`src/pds_pkg.sv`:
```
// shared constants for the pixel clock divider search block
`timescale 1ns / 1ps
`default_nettype none

package pds_pkg;

   // default reference divider range
   localparam int N_FIRST_DEF = 2;
   localparam int N_LAST_DEF  = 32;

   // field widths
   localparam int PERIOD_W = 27;
   localparam int WORD_W   = 16;
   localparam int REF_W    = 14;
   localparam int FREQ_W   = 16;
   localparam int NDIV_W   = 6;
   localparam int FDBL_W   = 20;  // doubled frequency stays below 2^20
   localparam int POST_W   = 5;   // at most 19 doublings
   localparam int SUB_W    = 28;  // shared subtractor operand width

   // picoseconds to 0.01 MHz scale and fixed result codes
   localparam logic [PERIOD_W-1:0] PS_SCALE  = 27'd100000000;
   localparam logic [WORD_W-1:0]   ZERO_WORD = 16'h00FF;

   // configuration register indexes
   localparam logic [1:0] CSR_REF_FREQ = 2'd0;
   localparam logic [1:0] CSR_MIN_FREQ = 2'd1;
   localparam logic [1:0] CSR_MAX_FREQ = 2'd2;

   // configuration reset values
   localparam logic [REF_W-1:0]  REF_FREQ_RST = 14'd1432;
   localparam logic [FREQ_W-1:0] MIN_FREQ_RST = 16'd8000;
   localparam logic [FREQ_W-1:0] MAX_FREQ_RST = 16'd15938;

endpackage

`default_nettype wire

```
`src/pll_divider_search_att408_core.sv`:
```
// pixel clock synthesizer program word search, top level
//
// Usage:
//   A request on the req_ channel carries a pixel clock period in picoseconds.
//   One response on the rsp_ channel carries the 16-bit program word:
//   feedback count in bits 15:8, post divider code in 7:6, reference divider N
//   in 5:0. A zero period, or one that gives zero frequency, returns 0x00FF.
//   The csr_ port writes ref_freq (0), min_freq (1) and max_freq (2); write it
//   only while no request is in flight.
// Sequencing:
//   One shared subtractor does the subtractions under a sequencer: restoring
//   division for the frequency, doubling, then for each reference divider
//   multiply, subtract, range check, 8-step quotient and update. A request is
//   taken only in idle, so req_tready is low until its word is handed on.
// Reset and stalls:
//   Reset clears the sequencer and the response slot and loads the register
//   defaults. The response is held in an output register; a new request is
//   taken while it waits, and a finished word waits until the slot is free.
`timescale 1ns / 1ps
`default_nettype none

module pll_divider_search_att408_core
   import pds_pkg::*;
#(
   parameter int N_FIRST = N_FIRST_DEF,
   parameter int N_LAST  = N_LAST_DEF
) (
   input  wire logic        clock,
   input  wire logic        reset,
   // request channel
   input  wire logic        req_tvalid,
   output logic             req_tready,
   input  wire logic [31:0] req_tdata,   // [26:0] period_ps
   // response channel
   output logic             rsp_tvalid,
   input  wire logic        rsp_tready,
   output logic [15:0]      rsp_tdata,   // [15:0] program_word
   // configuration port
   input  wire logic        csr_we,
   input  wire logic [1:0]  csr_addr,
   input  wire logic [15:0] csr_wdata
);

   localparam logic [NDIV_W-1:0] NF = NDIV_W'(N_FIRST);
   localparam logic [NDIV_W-1:0] NL = NDIV_W'(N_LAST);

   typedef enum logic [3:0] {
      S_IDLE, S_FDIV, S_CLAMP, S_DOUBLE, S_NMUL, S_NSUB, S_NCHK, S_QDIV, S_NUPD, S_OUT
   } state_type;

   state_type state_ff, state_in;

   logic [REF_W-1:0]    ref_ff, ref_in;
   logic [FREQ_W-1:0]   min_ff, min_in;
   logic [FREQ_W-1:0]   max_ff, max_in;
   logic [PERIOD_W-1:0] period_ff, period_in;
   logic [PERIOD_W-1:0] rem_ff, rem_in;
   logic [PERIOD_W-1:0] quo_ff, quo_in;
   logic [PERIOD_W-1:0] prod_ff, prod_in;
   logic [4:0]          cnt_ff, cnt_in;
   logic [FDBL_W-1:0]   f_ff, f_in;
   logic [POST_W-1:0]   post_ff, post_in;
   logic [NDIV_W-1:0]   n_ff, n_in;
   logic [REF_W-1:0]    best_ff, best_in;
   logic                have_best_ff, have_best_in;
   logic [WORD_W-1:0]   word_ff, word_in;
   logic                rsp_valid_ff, rsp_valid_in;
   logic [WORD_W-1:0]   rsp_data_ff, rsp_data_in;

   // shared subtractor
   logic [SUB_W-1:0]    sub_a, sub_b;
   logic [SUB_W:0]      sub_res;
   logic                borrow;
   logic [SUB_W-1:0]    diff;

   // clamp helpers
   logic [PERIOD_W-1:0] clamp_lo, clamp_hi;

   // next-divider decision
   logic                last_n;

   assign sub_res = {1'b0, sub_a} - {1'b0, sub_b};
   assign borrow  = sub_res[SUB_W];
   assign diff    = sub_res[SUB_W-1:0];
   assign last_n  = (n_ff >= NL);

   assign clamp_lo = (quo_ff < {11'b0, min_ff}) ? {11'b0, min_ff} : quo_ff;
   assign clamp_hi = (clamp_lo > {11'b0, max_ff}) ? {11'b0, max_ff} : clamp_lo;

   assign req_tready = (state_ff == S_IDLE);
   assign rsp_tvalid = rsp_valid_ff;
   assign rsp_tdata  = rsp_data_ff;

   // subtractor operand selection
   always_comb begin
      sub_a = '0;
      sub_b = '0;
      unique case (state_ff)
         S_FDIV: begin
            sub_a = {rem_ff, PS_SCALE[cnt_ff]};
            sub_b = {1'b0, period_ff};
         end
         S_DOUBLE: begin
            sub_a = {8'b0, f_ff};
            sub_b = {9'b0, min_ff, 3'b0};
         end
         S_NSUB: begin
            sub_a = {1'b0, prod_ff};
            sub_b = {13'b0, ref_ff, 1'b0};
         end
         S_NCHK: begin
            sub_a = {1'b0, rem_ff};
            sub_b = {6'b0, ref_ff, 8'b0};
         end
         S_QDIV: begin
            sub_a = {1'b0, rem_ff};
            sub_b = SUB_W'({14'b0, ref_ff} << cnt_ff[2:0]);
         end
         default: begin
            sub_a = '0;
            sub_b = '0;
         end
      endcase
   end

   // sequencer next state
   always_comb begin
      state_in     = state_ff;
      ref_in       = ref_ff;
      min_in       = min_ff;
      max_in       = max_ff;
      period_in    = period_ff;
      rem_in       = rem_ff;
      quo_in       = quo_ff;
      prod_in      = prod_ff;
      cnt_in       = cnt_ff;
      f_in         = f_ff;
      post_in      = post_ff;
      n_in         = n_ff;
      best_in      = best_ff;
      have_best_in = have_best_ff;
      word_in      = word_ff;
      rsp_valid_in = rsp_valid_ff;
      rsp_data_in  = rsp_data_ff;

      // response slot drains
      if (rsp_valid_ff && rsp_tready) begin
         rsp_valid_in = 1'b0;
      end

      // configuration writes
      if (csr_we) begin
         unique case (csr_addr)
            CSR_REF_FREQ: ref_in = csr_wdata[REF_W-1:0];
            CSR_MIN_FREQ: min_in = csr_wdata;
            CSR_MAX_FREQ: max_in = csr_wdata;
            default:      ref_in = ref_ff;
         endcase
      end

      unique case (state_ff)
         // take a request
         S_IDLE: begin
            if (req_tvalid) begin
               period_in = req_tdata[PERIOD_W-1:0];
               rem_in    = '0;
               quo_in    = '0;
               cnt_in    = 5'(PERIOD_W - 1);
               if (req_tdata[PERIOD_W-1:0] == '0) begin
                  word_in  = ZERO_WORD;
                  state_in = S_OUT;
               end else begin
                  state_in = S_FDIV;
               end
            end
         end
         // restoring division of the picosecond scale by the period
         S_FDIV: begin
            rem_in = borrow ? sub_a[PERIOD_W-1:0] : diff[PERIOD_W-1:0];
            quo_in = {quo_ff[PERIOD_W-2:0], ~borrow};
            cnt_in = cnt_ff - 5'd1;
            if (cnt_ff == '0) begin
               state_in = S_CLAMP;
            end
         end
         // clamp the frequency to the configured band
         S_CLAMP: begin
            post_in = '0;
            f_in    = clamp_hi[FDBL_W-1:0];
            if (quo_ff == '0) begin
               word_in  = ZERO_WORD;
               state_in = S_OUT;
            end else begin
               state_in = S_DOUBLE;
            end
         end
         // double until the frequency reaches eight times the lower clamp
         S_DOUBLE: begin
            if (borrow && (f_ff != '0)) begin
               f_in    = {f_ff[FDBL_W-2:0], 1'b0};
               post_in = post_ff + 5'd1;
            end else begin
               word_in      = {5'b0, post_ff, 6'b0};
               n_in         = NF;
               have_best_in = 1'b0;
               state_in     = (ref_ff == '0) ? S_OUT : S_NMUL;
            end
         end
         // feedback product for this divider
         S_NMUL: begin
            prod_in  = PERIOD_W'(({1'b0, n_ff} + 7'd2) * f_ff);
            state_in = S_NSUB;
         end
         // remove twice the reference
         S_NSUB: begin
            if (!borrow) begin
               rem_in   = diff[PERIOD_W-1:0];
               state_in = S_NCHK;
            end else if (last_n) begin
               state_in = S_OUT;
            end else begin
               n_in     = n_ff + 6'd1;
               state_in = S_NMUL;
            end
         end
         // quotient must fit in eight bits
         S_NCHK: begin
            if (borrow) begin
               quo_in   = '0;
               cnt_in   = 5'd7;
               state_in = S_QDIV;
            end else if (last_n) begin
               state_in = S_OUT;
            end else begin
               n_in     = n_ff + 6'd1;
               state_in = S_NMUL;
            end
         end
         // eight-step quotient by the reference
         S_QDIV: begin
            if (!borrow) begin
               rem_in = diff[PERIOD_W-1:0];
            end
            quo_in = {quo_ff[PERIOD_W-2:0], ~borrow};
            cnt_in = cnt_ff - 5'd1;
            if (cnt_ff == '0) begin
               state_in = S_NUPD;
            end
         end
         // keep the last candidate with the smallest remainder
         S_NUPD: begin
            if (!have_best_ff || (rem_ff[REF_W-1:0] <= best_ff)) begin
               have_best_in = 1'b1;
               best_in      = rem_ff[REF_W-1:0];
               word_in      = {quo_ff[7:0], word_ff[7:6], n_ff};
            end
            if (last_n) begin
               state_in = S_OUT;
            end else begin
               n_in     = n_ff + 6'd1;
               state_in = S_NMUL;
            end
         end
         // hand the word to the response register
         S_OUT: begin
            if (!rsp_valid_ff || rsp_tready) begin
               rsp_valid_in = 1'b1;
               rsp_data_in  = word_ff;
               state_in     = S_IDLE;
            end
         end
         default: state_in = S_IDLE;
      endcase
   end

   // state and registered outputs
   always_ff @(posedge clock) begin
      if (reset) begin
         state_ff     <= S_IDLE;
         rsp_valid_ff <= 1'b0;
         have_best_ff <= 1'b0;
         ref_ff       <= REF_FREQ_RST;
         min_ff       <= MIN_FREQ_RST;
         max_ff       <= MAX_FREQ_RST;
      end else begin
         state_ff     <= state_in;
         rsp_valid_ff <= rsp_valid_in;
         have_best_ff <= have_best_in;
         ref_ff       <= ref_in;
         min_ff       <= min_in;
         max_ff       <= max_in;
      end
      period_ff   <= period_in;
      rem_ff      <= rem_in;
      quo_ff      <= quo_in;
      prod_ff     <= prod_in;
      cnt_ff      <= cnt_in;
      f_ff        <= f_in;
      post_ff     <= post_in;
      n_ff        <= n_in;
      best_ff     <= best_in;
      word_ff     <= word_in;
      rsp_data_ff <= rsp_data_in;
   end

   // a zero period goes straight to the fixed word
   a_zero_period: assert property (@(posedge clock) disable iff (reset)
      (req_tvalid && req_tready && (req_tdata[PERIOD_W-1:0] == '0))
      |=> (state_ff == S_OUT) && (word_ff == ZERO_WORD))
      else $error("zero period did not give the fixed word");

   // quotient steps only run on a value below 256 references
   a_qdiv_range: assert property (@(posedge clock) disable iff (reset)
      (state_ff == S_QDIV) |-> (rem_ff < {5'b0, ref_ff, 8'b0}))
      else $error("quotient step out of range");

   // a response is loaded only from the output state
   a_rsp_load: assert property (@(posedge clock) disable iff (reset)
      $rose(rsp_valid_ff) |-> ($past(state_ff) == S_OUT))
      else $error("response loaded outside the output state");

   // doubling count stays within the frequency range
   a_post_bound: assert property (@(posedge clock) disable iff (reset)
      (state_ff == S_NMUL) |-> (post_ff <= 5'd19))
      else $error("too many frequency doublings");

endmodule

`default_nettype wire

```
`config.mk`:
```
export PLATFORM = sky130hd
export DESIGN_NAME = pll_divider_search_att408_core
export DESIGN_NICKNAME = d
export VERILOG_FILES = /design/src/pds_pkg.sv /design/src/pll_divider_search_att408_core.sv
export SDC_FILE = /design/constraint.sdc
export NUM_CORES = 1
export LEC_CHECK = 0
export ABC_AREA = 1
export BUFFER_PORTS_ARGS = -buffer_cell sky130_fd_sc_hd__buf_4
export CAP_MARGIN = 20
export CORE_ASPECT_RATIO = 0.7
export CORE_MARGIN = 2
export CORE_UTILIZATION = 40
export CTS_CLUSTER_SIZE = 28
export DETAILED_ROUTE_END_ITERATION = 10
export HOLD_SLACK_MARGIN = 0.02
export REMOVE_ABC_BUFFERS = 1
export SLEW_MARGIN = 20
export SYNTH_ARGS = -nofsm -noshare
export SYNTH_HDL_FRONTEND = slang
export SYNTH_SLANG_ARGS = --single-unit
```
`constraint.sdc`:
```
create_clock -name clock -period 6.2 [get_ports clock]
set_input_delay 0.31 -clock clock [delete_from_list [all_inputs] [get_ports clock]]
set_output_delay 0.31 -clock clock [all_outputs]
set_load 0.005 [all_outputs]
```
== Word-level counts from Yosys, hierarchy flattened ==
Memory sizes are Yosys's and may differ from the RTL's. A register that Yosys moved wholly into a read port is not among the register bits.
Cells that the tools add are included.
Storage, ports and cells
  logic and storage cells: 142
  bits of input ports: 55
  output and inout bits: 18
  memory bits (read-only): 32
  flip-flop bits (word level): 242
  memories kept: 1
Cells by class
  mux-type cells: 48
  multipliers: 1
  bitwise logic cells: 2
  add/sub/neg operators: 5
  equality and inequality tests: 24
  order comparisons: 5
  reductions and logical operators: 37
  shifts and indexed selects: 1
Memory list
  (no name shown): depth 32, width 1, rd ports 1, clocked after memory_dff 1, wr ports 0, line pll_divider_search_att408_core.sv:100  | sub_a = {rem_ff, PS_SCALE[cnt_ff]};
Operator list (number)
  27-bit one-hot mux with 3 select lines: 2
  28-bit one-hot mux with 5 select lines: 1
  27-bit two-way mux: 5
  28-bit one-hot mux with 4 select lines: 1
  16-bit two-way mux: 5
  16-bit one-hot mux with 4 select lines: 1
  27-bit zero test: 2
  4-bit two-way mux: 11
  20-bit two-way mux: 2
  20-bit one-hot mux with 2 select lines: 1
  4-bit one-hot mux with 10 select lines: 1
  28-bit by 28-bit subtractor with 29-bit output: 1
  14-bit by 3-bit << shifter with 28-bit output: 1
  27-bit by 16-bit greater-than comparator with 1-bit output: 1
  27-bit by 16-bit less-than comparator with 1-bit output: 1
  7-bit by 20-bit multiplier with 27-bit output: 1
  6-bit two-way mux: 4
  2-bit != test (second input constant): 12
  6-bit one-hot mux with 4 select lines: 1
  5-bit two-way mux: 4
  20-bit nonzero test: 1
  4-bit by 3-bit == test with 1-bit output (second input constant): 4
  5-bit one-hot mux with 3 select lines: 1
  14-bit less-or-equal comparator: 1
  other kinds (32): 58

== Longest topological paths before layout ==
  word-level depth: 7
  depth in mapped cells: 27
  mapped depth without buffers: 26

== Least setup slack after synthesis ==
Ideal clock, no wire load.
  path type: flip-flop to flip-flop
  start: register n_ff[1]
  end: register prod_ff[21], data pin
  arrival: 4.990 ns
  path slack: 0.950 ns
  cell stages (with the launch flop): 22
  clock period less this slack: 5.250 ns
  path through: edfxtp_1 > ha_1 > nor2_1 > nor2_1 > inv_1 > clkbuf_1 > nor2_1 > fa_1 > inv_1 > fa_1 > inv_1 > fa_1 > fa_1 > ha_1 > a21o_1 > a21oi_1 > o21ai_0 > a21boi_0 > o21ai_0 > nand2_1 > nand2_1 > xor2_1
Between the ends
  cells in the longest elaborated chain, start to end: 2
Ends and longest elaborated chain
  start, declared: line pll_divider_search_att408_core.sv:63  | logic [NDIV_W-1:0] n_ff, n_in;
  start signal, assigned: line pll_divider_search_att408_core.sv:300  | n_ff <= n_in;
  6-bit by 2-bit adder with 7-bit output: line pll_divider_search_att408_core.sv:211  | prod_in = PERIOD_W'(({1'b0, n_ff} + 7'd2) * f_ff);
  7-bit by 20-bit multiplier with 27-bit output: line pll_divider_search_att408_core.sv:211
  end signal, assigned: line pll_divider_search_att408_core.sv:296  | prod_ff <= prod_in;
  end, declared: line pll_divider_search_att408_core.sv:59  | logic [PERIOD_W-1:0] prod_ff, prod_in;
Every way passes these cells.
A chain may end at the register's enable or synchronous reset.

== Final worst setup path ==
  start: register n_ff[2]
  end: register prod_ff[25], data pin
The elaborated chain is that of the path after synthesis.

==> out/metrics.csv <==
stage;metric;value;unit
outcome;outcome;finished clean;
critical_path;reg2regPathDepth;21;
critical_path;cp-startpoint;n_ff[2]$_SDFFCE_PN0P_;
die;die_h;182;µm
clock_tree;cts_sinks;243;
logic_synthesis;synth-warning-count;0;
sta;fmax;0.174;GHz
die;dieArea;47000;µm²
clock_tree;cts_tree;yes;
routing;ant_nets;0;
clock_tree;clk_pin_slew;0.07;ns
sta;finalCriticalPeriod;5.75;ns
placed_design;dp_hpwl;43.9;mm
logic_synthesis;synth_edf_count;190;
logic_synthesis;synth_cell_types;56;
logic_synthesis;synth-xor-area-share;2.08;%
die;initial_core_util;40.4;%
global_routing;antenna_found_initial;1;
cells_and_area;antenna_cells;0;
cells_and_area;nFillCells;4359;
sta;hold_viol_final;0;
clock_tree;cts_hold_buf;39;
routing;wl;55.4;mm
logic_synthesis;synth_top_family_by_area;simple AND/OR/NAND/NOR gates;
clock_tree;root_buffer;clkbuf_16;
clock_tree;numCtsBuffers;26;
cells_and_area;post_route_cells_drive_above_1_share;7.74;%
critical_path;rr_startpoint;n_ff[2]$_SDFFCE_PN0P_;
clock_tree;ctsResizeCount;0;
sta;drv_slew;0;
sta;skew;0.0242;ns
clock_tree;clkLatencyLatePin;0.56;ns
critical_path;crit_path_max_fanout;11;
logic_synthesis;async_flop_share;0;%
routing;drt_iter0_drc;1661;
routing;vias;15658;
cells_and_area;layout.cells.non_filler;2916;
critical_path;setup.worst_path.end;prod_ff[25]$_DFFE_PP_;
sta;grt_setup_unrepaired;no;
clock_tree;cts_buffer_depth;3;
logic_synthesis;ys_ff_latch;243;
cells_and_area;syn_to_final_growth;14.0;%
flow_run;maxCapViolations;0;
routing;post_drt_wl_per_cell;19.0;µm
cells_and_area;register_area;6770;µm²
clock_tree;cts_setup_buffers;0;
global_routing;grt_pass1_wl;86.3;mm
die;pin_count;73;
logic_synthesis;synth_compound_area_share;12.8;%
logic_synthesis;synth_top_cell_by_area;edfxtp_1;
sta;holdWs;0.0624;ns
sta;max-slew-margin-rel;30.8;%
global_routing;grt_max_degree;46;
placed_design;placedCellCount;2829;
routing;vias_per_cell;5.37;
logic_synthesis;syn_area;18100;µm²
placed_design;gp_congestion;0.954;
sta;setup_viol;0;
logic_synthesis;yosys.area_share.simple;20.1;%
logic_synthesis;syn_inst;2188;
logic_synthesis;synthFlopType;edfxtp_1;
critical_path;cp-start-kind;register;
logic_synthesis;syn_area_per_cell;8.26;µm²
critical_path;worst_setup_path_end_kind;register;
sta;setup-tns-final;0;ns
global_routing;grt_overflow;0;
critical_path;cp.arrival;6.05;ns
logic_synthesis;synth_fa_ha_area_share;18.5;%
die;placementRows;65;
logic_synthesis;synthTopCellsByArea;edfxtp_1 (32%), nand2_1 (10%), fa_1 (10%);
placed_design;io_buffers;67;
critical_path;criticalPathCategory;register to register;
clock_tree;h-tree-depth;1;
die;core-area;44800;µm²
critical_path;cp.required;6.50;ns
logic_synthesis;synth_top_area_share;31.6;%
critical_path;r2r-end;prod_ff[25]$_DFFE_PP_;
die;die_w;258;µm
routing;drc;0;
sta;worstMarginPinSlew;1.03;ns
sta;fin_crit_sh;92.8;%
global_routing;grt_usage;23.8;%
logic_synthesis;synthMuxAreaShare;0.166;%
cells_and_area;multi_input_area;9710;µm²
routing;firstDrtPassIters;6;
cells_and_area;layout.nets;2561;
global_routing;grt_pass1_vias;14556;
critical_path;r2r_slack;0.45;ns
logic_synthesis;ys_seq_area_share;37.4;%
min_path;hold_class;primary input to register;
## routing by layer
| metal | part of all wire [%] | up-vias | GRT usage, % |
|---|---|---|---|
| li1 | - | 7478 | - |
| met1 | 51 | 7425 | 39.4 |
| met2 | 37 | 702 | 31.0 |
| met3 | 10 | 53 | 4.76 |
| met4 | 1.7 | 0 | 4.49 |
| met5 | 0 | - | 0 |
## cell type report
class                           instances  share of cell area [%]
Multi-Input combinational cell       1521                    47.1
Clock inverter                         10                   0.540
Tap cell                              603                    3.66
Sequential cell                       243                    32.8
Timing Repair Buffer                  138                    5.62
Inverter                              363                    6.61
Clock buffer                           38                    3.67
## cell usage in the layout, fill, tap and decap left out, drive strengths merged, types with 53 or more instances in the layout
| master | Yosys | final |
|---|---|---|
| nand2 | 486 | 486 |
| inv | 360 | 363 |
| nor2 | 229 | 229 |
| edfxtp | 190 | 190 |
| o21ai | 147 | 147 |
| ha | 123 | 123 |
| a21oi | 119 | 119 |
| buf | 11 | 99 |
| fa | 90 | 90 |
| nand3 | 82 | 82 |
| dfxtp | 53 | 53 |
## kinds of logic (layout without fill, tap and decap cells)
| kind of cell | count (synthesis) | after routing |
|---|---|---|
| muxes | 3 | 3 |
| DFF | 243 | 243 |
| xor gates and xnor gates | 43 | 43 |
| AOI/OAI and AO/OA | 389 | 389 |
| buffers and inverters | 424 | 549 |
| and+or+nand+nor | 873 | 873 |
| adders and majority gates | 213 | 213 |
## worst min-delay path by stage
stage	cells past startpoint	end	from
2_1_floorplan	1	have_best_ff$_SDFFE_PP0P_	reset
3_3_place_gp	0	rsp_tdata[1]$_DFFE_PP_	word_ff[1]$_DFFE_PP_
3_5_place_dp	0	rsp_tdata[10]$_DFFE_PP_	word_ff[10]$_DFFE_PP_
4_1_cts	4	rsp_tvalid$_SDFF_PP0_	rsp_tready
5_1_grt	4	rsp_tvalid$_SDFF_PP0_	rsp_tready
6_report	3	max_ff[14]$_SDFFE_PP0P_	csr_wdata[14]
## sequential cells by signal, indices dropped and copies added (netlist names), named ones only
name	cells
f_ff	20
rem_ff	27
cnt_ff	5
max_ff	16
n_ff	6
rsp_tdata	16
state_ff	4
best_ff	14
word_ff	16
rsp_tvalid	1
have_best_ff	1
period_ff	27
min_ff	16
post_ff	5
prod_ff	27
ref_ff	14
quo_ff	27
## synthesized netlist by cell type (4+ instances only)
cell / n
dfxtp_1: 53
nand2_1: 481
a31oi_1: 5
nand3_1: 80
ha_1: 123
o22ai_1: 19
inv_2: 4
nor4_1: 13
o21ai_0: 132
o221ai_1: 8
or2_2: 4
a21oi_1: 119
o21bai_1: 7
xnor2_1: 18
nor2_1: 219
nor3_1: 22
a221oi_1: 12
clkbuf_1: 49
nand3b_1: 4
o21ai_1: 8
nand4_1: 28
o211ai_1: 30
nor2_2: 8
a21o_1: 5
edfxtp_1: 190
buf_2: 6
xor2_1: 25
buf_1: 4
fa_1: 90
o21ai_2: 7
inv_1: 356
o2111ai_1: 18
## through the flow
stage,util (%),setup slack [ns],cell area (µm²)
after floorplan,-,0.749,17800
after global placement,43.2,0.592,19400
after detailed placement,43.2,0.521,19400
after CTS,46.0,0.486,20600
after global routing,46.0,0.0239,20600
final,46.0,0.447,20600
## critical path, cell delays in order (launching register included)
cell	delay, ns
edfxtp_1	0.37
ha_1	0.20
nand2_1	0.08
o21ai_0	0.25
nand2_1	0.36
inv_1	0.18
buf_4	0.19
nand2_1	0.09
fa_1	0.42
fa_1	0.52
inv_1	0.06
fa_1	0.54
inv_1	0.06
fa_1	0.53
inv_1	0.05
ha_1	0.38
a21oi_1	0.23
o21ai_0	0.17
a211oi_1	0.27
o211ai_1	0.24
a31oi_1	0.22
xnor2_1	0.09
Power is not shown: default switching activity piles up to over one toggle a cycle in this logic, so the estimate is an artifact.
